[src/hdl/tnrx_pkg.sv]
// Package for the telnet receive byte filter.
// Holds the telnet and character codes, the parser state type and the queue entry type.
// No dependencies.
package tnrx_pkg;

	localparam int unsigned BYTE_W = 8;
	localparam int unsigned QUEUE_DEPTH = 2;

	localparam logic [BYTE_W-1:0] TEL_IAC  = 8'd255;
	localparam logic [BYTE_W-1:0] TEL_DONT = 8'd254;
	localparam logic [BYTE_W-1:0] TEL_DO   = 8'd253;
	localparam logic [BYTE_W-1:0] TEL_WONT = 8'd252;
	localparam logic [BYTE_W-1:0] TEL_WILL = 8'd251;
	localparam logic [BYTE_W-1:0] TEL_SB   = 8'd250;
	localparam logic [BYTE_W-1:0] TEL_SE   = 8'd240;
	localparam logic [BYTE_W-1:0] CH_DEL   = 8'h7F;
	localparam logic [BYTE_W-1:0] CH_BS    = 8'h08;
	localparam logic [BYTE_W-1:0] CH_NUL   = 8'h00;
	localparam logic [BYTE_W-1:0] CH_CR    = 8'h0D;
	localparam logic [BYTE_W-1:0] CH_LF    = 8'h0A;

	typedef enum logic [2:0] {
		PS_NORMAL = 3'd0,
		PS_CMD    = 3'd1,
		PS_OPT    = 3'd2,
		PS_SUB    = 3'd3,
		PS_SUBIAC = 3'd4
	} parse_state_t;

	// One transfer from the parser into the data queue.
	typedef struct packed {
		logic              vld;
		logic [BYTE_W-1:0] data;
	} data_push_t;

endpackage

[src/hdl/telnet_rx_byte_filter.sv]
// Telnet receive byte filter: IAC stripping followed by line-ending normalization.
// An output byte is written into the data queue at its input transfer, then moved to the
// output register. Throughput: one byte per cycle while out_ready is high, set by the
// parser and output register.
// Reset (arst_n low) clears the parser state, the queue and the CR flag, as for a new
// connection; no clearing pass is needed.
module telnet_rx_byte_filter
	import tnrx_pkg::*;
#(
	parameter int unsigned QUEUE_DEPTH_P = QUEUE_DEPTH
) (
	input  logic              clk,
	input  logic              arst_n,
	input  logic              in_valid,
	output logic              in_ready,
	input  logic [BYTE_W-1:0] in_byte,
	output logic              out_valid,
	input  logic              out_ready,
	output logic [BYTE_W-1:0] out_byte
);

	data_push_t        push;
	logic              queue_full, queue_empty, pop;
	logic [BYTE_W-1:0] queue_data;

	tnrx_parse u_parse (
		.clk        (clk),
		.arst_n     (arst_n),
		.in_valid   (in_valid),
		.in_ready   (in_ready),
		.in_byte    (in_byte),
		.queue_full (queue_full),
		.push       (push)
	);

	tnrx_fifo #(
		.DEPTH (QUEUE_DEPTH_P)
	) u_fifo (
		.clk     (clk),
		.arst_n  (arst_n),
		.push    (push),
		.full    (queue_full),
		.pop     (pop),
		.empty   (queue_empty),
		.rd_data (queue_data)
	);

	tnrx_norm u_norm (
		.clk         (clk),
		.arst_n      (arst_n),
		.queue_empty (queue_empty),
		.queue_data  (queue_data),
		.pop         (pop),
		.out_valid   (out_valid),
		.out_ready   (out_ready),
		.out_byte    (out_byte)
	);

endmodule

[src/hdl/tnrx_parse.sv]
// Front end of the telnet receive filter: strips IAC command sequences.
// Data bytes (including the literal 255 of IAC IAC) are pushed into the queue.
// Depends on tnrx_pkg.
module tnrx_parse
	import tnrx_pkg::*;
(
	input  logic              clk,
	input  logic              arst_n,
	input  logic              in_valid,
	output logic              in_ready,
	input  logic [BYTE_W-1:0] in_byte,
	input  logic              queue_full,
	output data_push_t        push
);

	parse_state_t state_q, state_d;
	logic         accept;
	logic         is_data;

	assign in_ready = !queue_full;
	assign accept   = in_valid && in_ready;

	always_ff @(posedge clk or negedge arst_n) begin
		if (!arst_n) begin
			state_q <= PS_NORMAL;
		end else if (accept) begin
			state_q <= state_d;
		end
	end

	always_comb begin
		state_d = PS_NORMAL;
		is_data = 1'b0;
		case (state_q)
			PS_CMD: begin
				if (in_byte == TEL_IAC) begin
					is_data = 1'b1;
				end else if (in_byte inside {TEL_WILL, TEL_WONT, TEL_DO, TEL_DONT}) begin
					state_d = PS_OPT;
				end else if (in_byte == TEL_SB) begin
					state_d = PS_SUB;
				end
			end
			PS_OPT: begin
				state_d = PS_NORMAL;
			end
			PS_SUB: begin
				state_d = (in_byte == TEL_IAC) ? PS_SUBIAC : PS_SUB;
			end
			PS_SUBIAC: begin
				state_d = (in_byte == TEL_SE) ? PS_NORMAL : PS_SUB;
			end
			default: begin
				if (in_byte == TEL_IAC) begin
					state_d = PS_CMD;
				end else begin
					is_data = 1'b1;
				end
			end
		endcase
	end

	assign push.vld  = accept && is_data;
	assign push.data = in_byte;

endmodule

[src/hdl/tnrx_fifo.sv]
// Short data queue between the parser and the line-ending stage.
// Circular buffer with read and write pointers and a fill count.
// Depends on tnrx_pkg.
module tnrx_fifo
	import tnrx_pkg::*;
#(
	parameter int unsigned DEPTH = QUEUE_DEPTH
) (
	input  logic              clk,
	input  logic              arst_n,
	input  data_push_t        push,
	output logic              full,
	input  logic              pop,
	output logic              empty,
	output logic [BYTE_W-1:0] rd_data
);

	localparam int unsigned PTR_W = (DEPTH > 1) ? $clog2(DEPTH) : 1;
	localparam int unsigned CNT_W = $clog2(DEPTH + 1);
	localparam logic [PTR_W-1:0] LAST = PTR_W'(DEPTH - 1);

	logic [BYTE_W-1:0] mem_q [DEPTH];
	logic [PTR_W-1:0]  wr_ptr_q, rd_ptr_q;
	logic [CNT_W-1:0]  count_q;
	logic              do_push, do_pop;

	assign full    = (count_q == CNT_W'(DEPTH));
	assign empty   = (count_q == '0);
	assign do_push = push.vld && !full;
	assign do_pop  = pop && !empty;
	assign rd_data = mem_q[rd_ptr_q];

	always_ff @(posedge clk) begin
		if (do_push) begin
			mem_q[wr_ptr_q] <= push.data;
		end
	end

	always_ff @(posedge clk or negedge arst_n) begin
		if (!arst_n) begin
			wr_ptr_q <= '0;
			rd_ptr_q <= '0;
			count_q  <= '0;
		end else begin
			if (do_push) begin
				wr_ptr_q <= (wr_ptr_q == LAST) ? '0 : wr_ptr_q + 1'b1;
			end
			if (do_pop) begin
				rd_ptr_q <= (rd_ptr_q == LAST) ? '0 : rd_ptr_q + 1'b1;
			end
			case ({do_push, do_pop})
				2'b10:   count_q <= count_q + 1'b1;
				2'b01:   count_q <= count_q - 1'b1;
				default: count_q <= count_q;
			endcase
		end
	end

endmodule

[src/hdl/tnrx_norm.sv]
// Back end of the telnet receive filter: line-ending normalization of data bytes.
// Drops LF after CR, maps a lone LF to CR, drops NUL and maps DEL to backspace.
// Depends on tnrx_pkg.
module tnrx_norm
	import tnrx_pkg::*;
(
	input  logic              clk,
	input  logic              arst_n,
	input  logic              queue_empty,
	input  logic [BYTE_W-1:0] queue_data,
	output logic              pop,
	output logic              out_valid,
	input  logic              out_ready,
	output logic [BYTE_W-1:0] out_byte
);

	logic              out_valid_q;
	logic [BYTE_W-1:0] out_byte_q;
	logic              last_cr_q, last_cr_d;
	logic              emit;
	logic [BYTE_W-1:0] emit_byte;

	// A byte leaves the queue whenever the output register is free or being drained.
	assign pop = !queue_empty && (!out_valid_q || out_ready);

	always_comb begin
		emit      = 1'b1;
		emit_byte = queue_data;
		last_cr_d = 1'b0;
		if (queue_data == CH_CR) begin
			last_cr_d = 1'b1;
		end else if (queue_data == CH_LF) begin
			emit      = !last_cr_q;
			emit_byte = CH_CR;
		end else if (queue_data == CH_NUL) begin
			emit = 1'b0;
		end else if (queue_data == CH_DEL) begin
			emit_byte = CH_BS;
		end
	end

	always_ff @(posedge clk or negedge arst_n) begin
		if (!arst_n) begin
			out_valid_q <= 1'b0;
			last_cr_q   <= 1'b0;
		end else if (pop) begin
			out_valid_q <= emit;
			last_cr_q   <= last_cr_d;
		end else if (out_ready) begin
			out_valid_q <= 1'b0;
		end
	end

	always_ff @(posedge clk) begin
		if (pop && emit) begin
			out_byte_q <= emit_byte;
		end
	end

	assign out_valid = out_valid_q;
	assign out_byte  = out_byte_q;

endmodule
[config.mk]
export PLATFORM = sky130hd
export DESIGN_NAME = telnet_rx_byte_filter
export DESIGN_NICKNAME = d
export VERILOG_FILES = /design/src/hdl/tnrx_pkg.sv /design/src/hdl/telnet_rx_byte_filter.sv /design/src/hdl/tnrx_parse.sv /design/src/hdl/tnrx_fifo.sv /design/src/hdl/tnrx_norm.sv
export SDC_FILE = /design/constraint.sdc
export NUM_CORES = 1
export LEC_CHECK = 0
export BUFFER_PORTS_ARGS = -buffer_cell sky130_fd_sc_hd__buf_2
export CELL_PAD_IN_SITES_DETAIL_PLACEMENT = 1
export CELL_PAD_IN_SITES_GLOBAL_PLACEMENT = 1
export CORE_UTILIZATION = 40
export CTS_BUF_LIST = sky130_fd_sc_hd__clkbuf_4 sky130_fd_sc_hd__clkbuf_8
export CTS_CLUSTER_SIZE = 10
export DETAILED_ROUTE_END_ITERATION = 16
export PLACE_DENSITY_LB_ADDON = 0.08
export RECOVER_POWER = 50
export SKIP_CTS_REPAIR_TIMING = 1
export SLEW_MARGIN = 30
export SYNTH_ARGS = -nofsm -noshare
export SYNTH_HDL_FRONTEND = slang
export SYNTH_SLANG_ARGS = --single-unit
[constraint.sdc]
create_clock -name clk -period 4.33 [get_ports clk]
set_clock_uncertainty 0.15 [all_clocks]
set_input_delay 0.2165 -clock clk [delete_from_list [all_inputs] [get_ports clk]]
set_output_delay 0.2165 -clock clk [all_outputs]
set_load 0.05 [all_outputs]
==> results of run 1 <==
-- sequential cells by signal, indices dropped and copies added (netlist names) --
signal	count
u_fifo.mem_q	16
u_norm.out_byte	8
u_parse.state_q	3
u_fifo.count_q	2
u_fifo.rd_ptr_q	1
u_fifo.wr_ptr_q	1
u_norm.last_cr_q	1
u_norm.out_valid	1
-- stage by stage --
| step | setup WS (ns) | instances | instance area, µm² | power, µW |
|---|---|---|---|---|
| after detailed placement | 1.751 | 186 | 1694 | 1088 |
| after floorplan | 1.948 | 119 | 1534 | 968.2 |
| after global placement | 1.532 | 186 | 1689 | 1071 |
| after CTS | 1.732 | 194 | 1804 | 1379 |
| final | 1.732 | 200 | 1839 | 1354 |
| after global routing | 1.597 | 200 | 1839 | 1430 |
-- layer usage --
metal / vias to the layer above / global-route usage (%) / share of wire (%)
li1: 513 / - / -
met1: 511 / 20.35 / 48
met2: 30 / 26.33 / 47
met3: 6 / 4.286 / 4.4
met4: 0 / 6.818 / 1.0
met5: - / 0 / 0
-- synthesized netlist by cell type, drive strengths merged (3+ instances only) --
| cell | number | area, µm² |
|---|---|---|
| nor3 | 4 | 20.02 |
| dfrtp | 9 | 225.2 |
| or3 | 3 | 18.77 |
| xnor2 | 6 | 52.55 |
| mux2 | 3 | 33.78 |
| nor3b | 5 | 37.54 |
| mux2i | 6 | 60.06 |
| edfxtp | 24 | 720.7 |
| o21ai | 5 | 25.02 |
| nor2 | 9 | 33.78 |
| inv | 4 | 15.01 |
| nand2 | 7 | 26.28 |
-- area by class of cell --
cell class	count	area, µm²	area share, %
inverter	4	15.01	0.8163
sequential	33	945.9	51.43
clock inverter	2	33.78	1.837
multi-input combinational	80	568.0	30.88
timing repair buffer	27	140.1	7.619
tap	48	60.06	3.265
clock buffer	6	76.32	4.150
-- worst register-to-register path, cell delays in order, from the launching register on --
cell	delay, ns
sky130_fd_sc_hd__dfrtp_1	0.83
sky130_fd_sc_hd__or3b_1	0.45
sky130_fd_sc_hd__a2bb2o_4	0.24
sky130_fd_sc_hd__or3_1	0.38
sky130_fd_sc_hd__nor3b_2	0.23
sky130_fd_sc_hd__o21bai_1	0.20
-- power groups by stage --
stage	combinational, µW	clock [µW]	sequential, µW
after floorplan	281	0	687
after global placement	507	0	564
after detailed placement	519	0	569
after CTS	521	295	564
after global routing	543	306	580
final	503	286	566
-- worst paths after layout --
check | start | endpoint | slack [ns] | cells past startpoint
setup reg to reg | u_fifo.rd_ptr_q | u_norm.out_valid | 1.73 | 5
hold / removal | in_valid | u_parse.state_q[2] | 0.05 | 3
hold reg to reg | u_norm.last_cr_q | u_norm.last_cr_q | 0.35 | 2
min in group asynchronous | arst_n | u_parse.state_q[2] | 0.26 | 2
setup / recovery | u_fifo.rd_ptr_q | u_norm.out_valid | 1.73 | 5
max in group asynchronous | arst_n | u_norm.last_cr_q | 3.43 | 2
-- kinds of logic (layout without fill, tap and decap cells) --
logic type | Yosys count | count (layout) | share of synthesized area [%]
and+or+nand+nor | 45 | 45 | 16.80
muxes | 9 | 9 | 6.117
AOI/OAI and AO/OA | 18 | 18 | 8.973
adders and majority gates | 1 | 1 | 0.8155
DFF | 33 | 33 | 61.66
buffers and inverters | 6 | 39 | 1.631
xor gates and xnor gates | 7 | 7 | 3.997
==> flow_summary.toml, run 1 <==
[route]
firstDrtPassIters = 4
drt.antenna.violating_nets = 0
dr_total_vias = 1060
detail_route.wirelength_mm = 3.018
post_drt_via_cell_ratio = 5.300
detail_route.drc_violations = 0
detail_route.wl_per_cell_um = 15.09
drt_iter0_markers = 27

[final_layout]
post_route_cells_drive_above_1_share_pct = 8.553
fillerInstances = 415
antenna_cells_inserted = 0
post-route-util_pct = 50.24
layout.cells.most_common = "sky130_fd_sc_hd__edfxtp_1"
mostFrequentLayoutCells = "24 x sky130_fd_sc_hd__edfxtp_1, 20 x sky130_fd_sc_hd__clkbuf_1, 9 x sky130_fd_sc_hd__nor2_1, 9 x sky130_fd_sc_hd__dfrtp_1, 7 x sky130_fd_sc_hd__nand2_1"
flow.area_growth_from_synthesis_pct = 19.90
finish.net_count = 164

[setup_path]
path_max_fanout = 22
crit_slowest_cell = "sky130_fd_sc_hd__dfrtp_1"
critical_path_buf_inv_count = 0
cpPeakStageDelay_ns = 0.83
path_delay_family = "simple AND/OR/NAND/NOR gates"
worstSetupPathType = "reg2reg"
cp.required_ns = 4.35
cp-start-kind = "register"
timing.critical_path.to_type = "register"
data_arrival_time_of_the_worst_path_ns = 2.62
cp_cell_sequence = "or3b_1, a2bb2o_4, or3_1, nor3b_2, o21bai_1"

[synth]
yosys_most_used_dff = "sky130_fd_sc_hd__edfxtp_1"
post_synth_inst_count = 119
yosysWarnings = 0
synth_cell_type_count = 39
async_flop_share_pct = 27.27
synth-seq-area-share_pct = 61.66
synth_enable_flop_cells = 24
total_standard_cell_area_after_synthesis_mm2 = 0.001534
net_count_of_the_mapped_netlist = 132
mean_instance_size_in_the_synthesized_netlist_um2 = 12.89
synth-seq-cells = 33

[sta]
hold_ws_ns = 0.04601
finalHoldViolations = 0
shortest_clock_period_the_worst_path_allows_after_layout_ns = 2.598
number_of_setup_violations_in_the_final_report = 0
slew_violations = 0
worst-slew-pin-transition_ns = 0.7555
setup_tns_ns = 0
achievable-frequency_ghz = 0.3849
timing.final.crit_share_pct = 60.00
rsz0062_at_grt = "no"
max-slew-margin-rel_pct = 49.63

[grt]
pin_count_of_the_biggest_net_entering_global_routing = 23
vias_in_the_first_global_route = 1049
gr-total-overflow = 0
global_route_wire_length_before_repair_mm = 4.947
antenna_found_initial = 0
gr-usage-all-layers_pct = 16.22

[cts]
clk_pin_slew_worst_paths_ns = 0.07
tritoncts_clock_tree = "built"
clkLatencyLatePin_ns = 0.28
cts-root-buf = "sky130_fd_sc_hd__clkbuf_8"
clock_tree.buffer_depth = 2
cts_buffers = 5
clock_h_tree_levels = 2
numClockSinks = 33

[status]
run_status = "finished, final reports clean"

[floorplan]
floorplan.initialDensity_pct = 41.90
core.rowCount = 22
io-pin-count = 22
die_span_y_um = 63.93
die_area_mm2 = 0.004086
fp.dieW_um = 63.93
coreArea_mm2 = 0.003661

[pwr]
pwr-share-comb_pct = 37.1
share_seq_of_total_power_pct = 41.8
switchingPower_uw = 541.1
power.clock.fraction_pct = 21.1
cellInternalPower_uw = 813.0
switching_share_pct = 39.96
ir_drop_uv = 261.5
total_leakage_power_uw = 0.0006684
pwr_density_cell_mw_per_mm2 = 736.2

[placed_design]
hpwl_mm = 2.214
globalplace.congestion = 0.7420
port_buffers = 21

[hold_path]
hp-class = "in2reg"

[job]
maxCapViolCount = 0
(Power assumes the default switching activity.)
==> run 2: changes to the inputs <==
clock period = 2.5 ns   (was 4.33 ns; I/O delays follow)
==> flow_summary.toml, run 2 (synthesis results as in run 1) <==
[status]
run_status = "finished, final reports clean"

[route]
drt_iter0_markers = 26
dr_total_vias = 1110
firstDrtPassIters = 2
detail_route.wirelength_mm = 3.201
detail_route.drc_violations = 0
post_drt_via_cell_ratio = 5.163
detail_route.wl_per_cell_um = 14.89
drt.antenna.violating_nets = 0

[job]
maxCapViolCount = 0

[setup_path]
timing.critical_path.to_type = "register"
path_delay_family = "simple AND/OR/NAND/NOR gates"
crit_slowest_cell = "sky130_fd_sc_hd__or3_1"
worstSetupPathType = "reg2reg"
path_max_fanout = 14
timing.rr.start = "u_fifo.rd_ptr_q"
data_arrival_time_of_the_worst_path_ns = 2.24
cp.required_ns = 2.39
cp_cell_sequence = "buf_4, or3_1, a2bb2o_4, or3_1, buf_4, nand3b_1, nor2_1"
endpoint_of_the_worst_slack_reg_to_reg_timing_path = "u_norm.out_byte[4]"
worstRegToRegCells = 7
timing.reg2reg.setup_slack_ns = 0.14
cpPeakStageDelay_ns = 0.40
cp-start-kind = "register"
critical_path_buf_inv_count = 2

[final_layout]
post_route_cells_drive_above_1_share_pct = 16.17
largest_register = "u_fifo.mem_q"
mostFrequentLayoutCells = "24 x sky130_fd_sc_hd__edfxtp_1, 17 x sky130_fd_sc_hd__clkbuf_1, 11 x sky130_fd_sc_hd__dlygate4sd3_1, 9 x sky130_fd_sc_hd__nor2_1, 9 x sky130_fd_sc_hd__dfrtp_1"
antenna_cells_inserted = 0
finish.net_count = 179
layout.cells.most_common = "sky130_fd_sc_hd__edfxtp_1"
largest_register_ff_count = 16
flow.area_growth_from_synthesis_pct = 28.47
post-route-util_pct = 53.83

[placed_design]
port_buffers = 21
globalplace.congestion = 0.7282
hpwl_mm = 2.357

[pwr]
cellInternalPower_uw = 1479
switching_share_pct = 39.72
power.clock.fraction_pct = 20.5
pwr-share-comb_pct = 41.6
design_power_total_uw = 2453
pwr_density_cell_mw_per_mm2 = 1245
ir_drop_uv = 506.8
total_leakage_power_uw = 0.0007415
share_seq_of_total_power_pct = 37.9
switchingPower_uw = 974.4

[sta]
max-slew-margin-rel_pct = 59.63
number_of_setup_violations_in_the_final_report = 0
timing.final.crit_share_pct = 94.24
setup_tns_ns = 0
worst-slew-pin-transition_ns = 0.6029
shortest_clock_period_the_worst_path_allows_after_layout_ns = 2.356
finalHoldViolations = 0
achievable-frequency_ghz = 0.4244
rsz0062_at_grt = "no"
slew_violations = 0

[floorplan]
io-pin-count = 22
core.rowCount = 22
floorplan.initialDensity_pct = 41.90
coreArea_mm2 = 0.003661
die_area_mm2 = 0.004086
fp.dieW_um = 63.93
die_span_y_um = 63.93

[cts]
clock_h_tree_levels = 2
clkLatencyLatePin_ns = 0.29
tritoncts_clock_tree = "built"
cts_buffers = 5
numClockSinks = 33
clock_tree.buffer_depth = 2
cts-root-buf = "sky130_fd_sc_hd__clkbuf_8"
clk_pin_slew_worst_paths_ns = 0.07

[hold_path]
hp-class = "in2async"

[grt]
vias_in_the_first_global_route = 1134
gr-usage-all-layers_pct = 16.95
antenna_found_initial = 0
global_route_wire_length_before_repair_mm = 5.216
gr-total-overflow = 0
pin_count_of_the_biggest_net_entering_global_routing = 15
==> run 2: changes by cell type in the layout (fill, tap and decap cells not counted) <==
cell	change
sky130_fd_sc_hd__clkbuf_1	-3
sky130_fd_sc_hd__clkinv_1	-1
sky130_fd_sc_hd__clkinvlp_4	+1
sky130_fd_sc_hd__buf_2	+4
sky130_fd_sc_hd__dlygate4sd3_1	+5
sky130_fd_sc_hd__clkinv_4	+1
sky130_fd_sc_hd__buf_4	+8
==> run 2: how the worst max path moves through the flow <==
| stage | start | endpoint | depth (start not counted) |
|---|---|---|---|
| 6_report | u_fifo.rd_ptr_q | u_norm.out_byte[4] | 7 |
| 5_1_grt | in_byte[1] | u_fifo.count_q[1] | 9 |
| 4_1_cts | u_fifo.rd_ptr_q | u_norm.out_byte[4] | 7 |
| 3_5_place_dp | u_fifo.rd_ptr_q | u_norm.out_byte[4] | 7 |
| 3_3_place_gp | u_fifo.rd_ptr_q | u_norm.out_byte[4] | 5 |
| 2_1_floorplan | u_fifo.rd_ptr_q | u_norm.out_byte[0] | 6 |
==> run 2: metrics by stage <==
stage	instance area [µm²]	worst slack (ns)	cells	hold WS, ns
4_1_cts	1884	0.1212	204	-0.4718
5_1_grt	1971	0.004289	215	0.2083
3_5_place_dp	1769	0.1374	196	-0.1513
3_3_place_gp	1764	0.04362	196	-0.1587
2_1_floorplan	1534	0.1179	119	-0.3206
6_report	1971	0.1440	215	0.1627
==> run 2: layout make-up <==
| type | count | area (µm²) |
|---|---|---|
| fillers | 420 | 1690 |
| flip-flops and latches | 33 | 945.9 |
| multi-input cells | 80 | 568.0 |
| repair buffers | 42 | 266.5 |
| clock buffers | 5 | 68.82 |
| well taps | 48 | 60.06 |
| clock inverters | 3 | 46.29 |
| inverters | 4 | 15.01 |
==> run 2: power by group through the flow <==
stage	clock network, µW	logic (µW)	registers (µW)
final	503	1020	930
after global routing	543	1110	953
after CTS	515	1060	929
after detailed placement	0	1050	941
after global placement	0	1020	929
after floorplan	0	487	1190
==> run 2: layer usage <==
metal / track usage (%) / up-vias / part of all wire (%)
met5: 0 / - / 0
met1: 21.86 / 539 / 45
met4: 6.818 / 0 / 1.4
li1: - / 542 / -
met2: 27.13 / 22 / 50
met3: 4.286 / 7 / 3.4
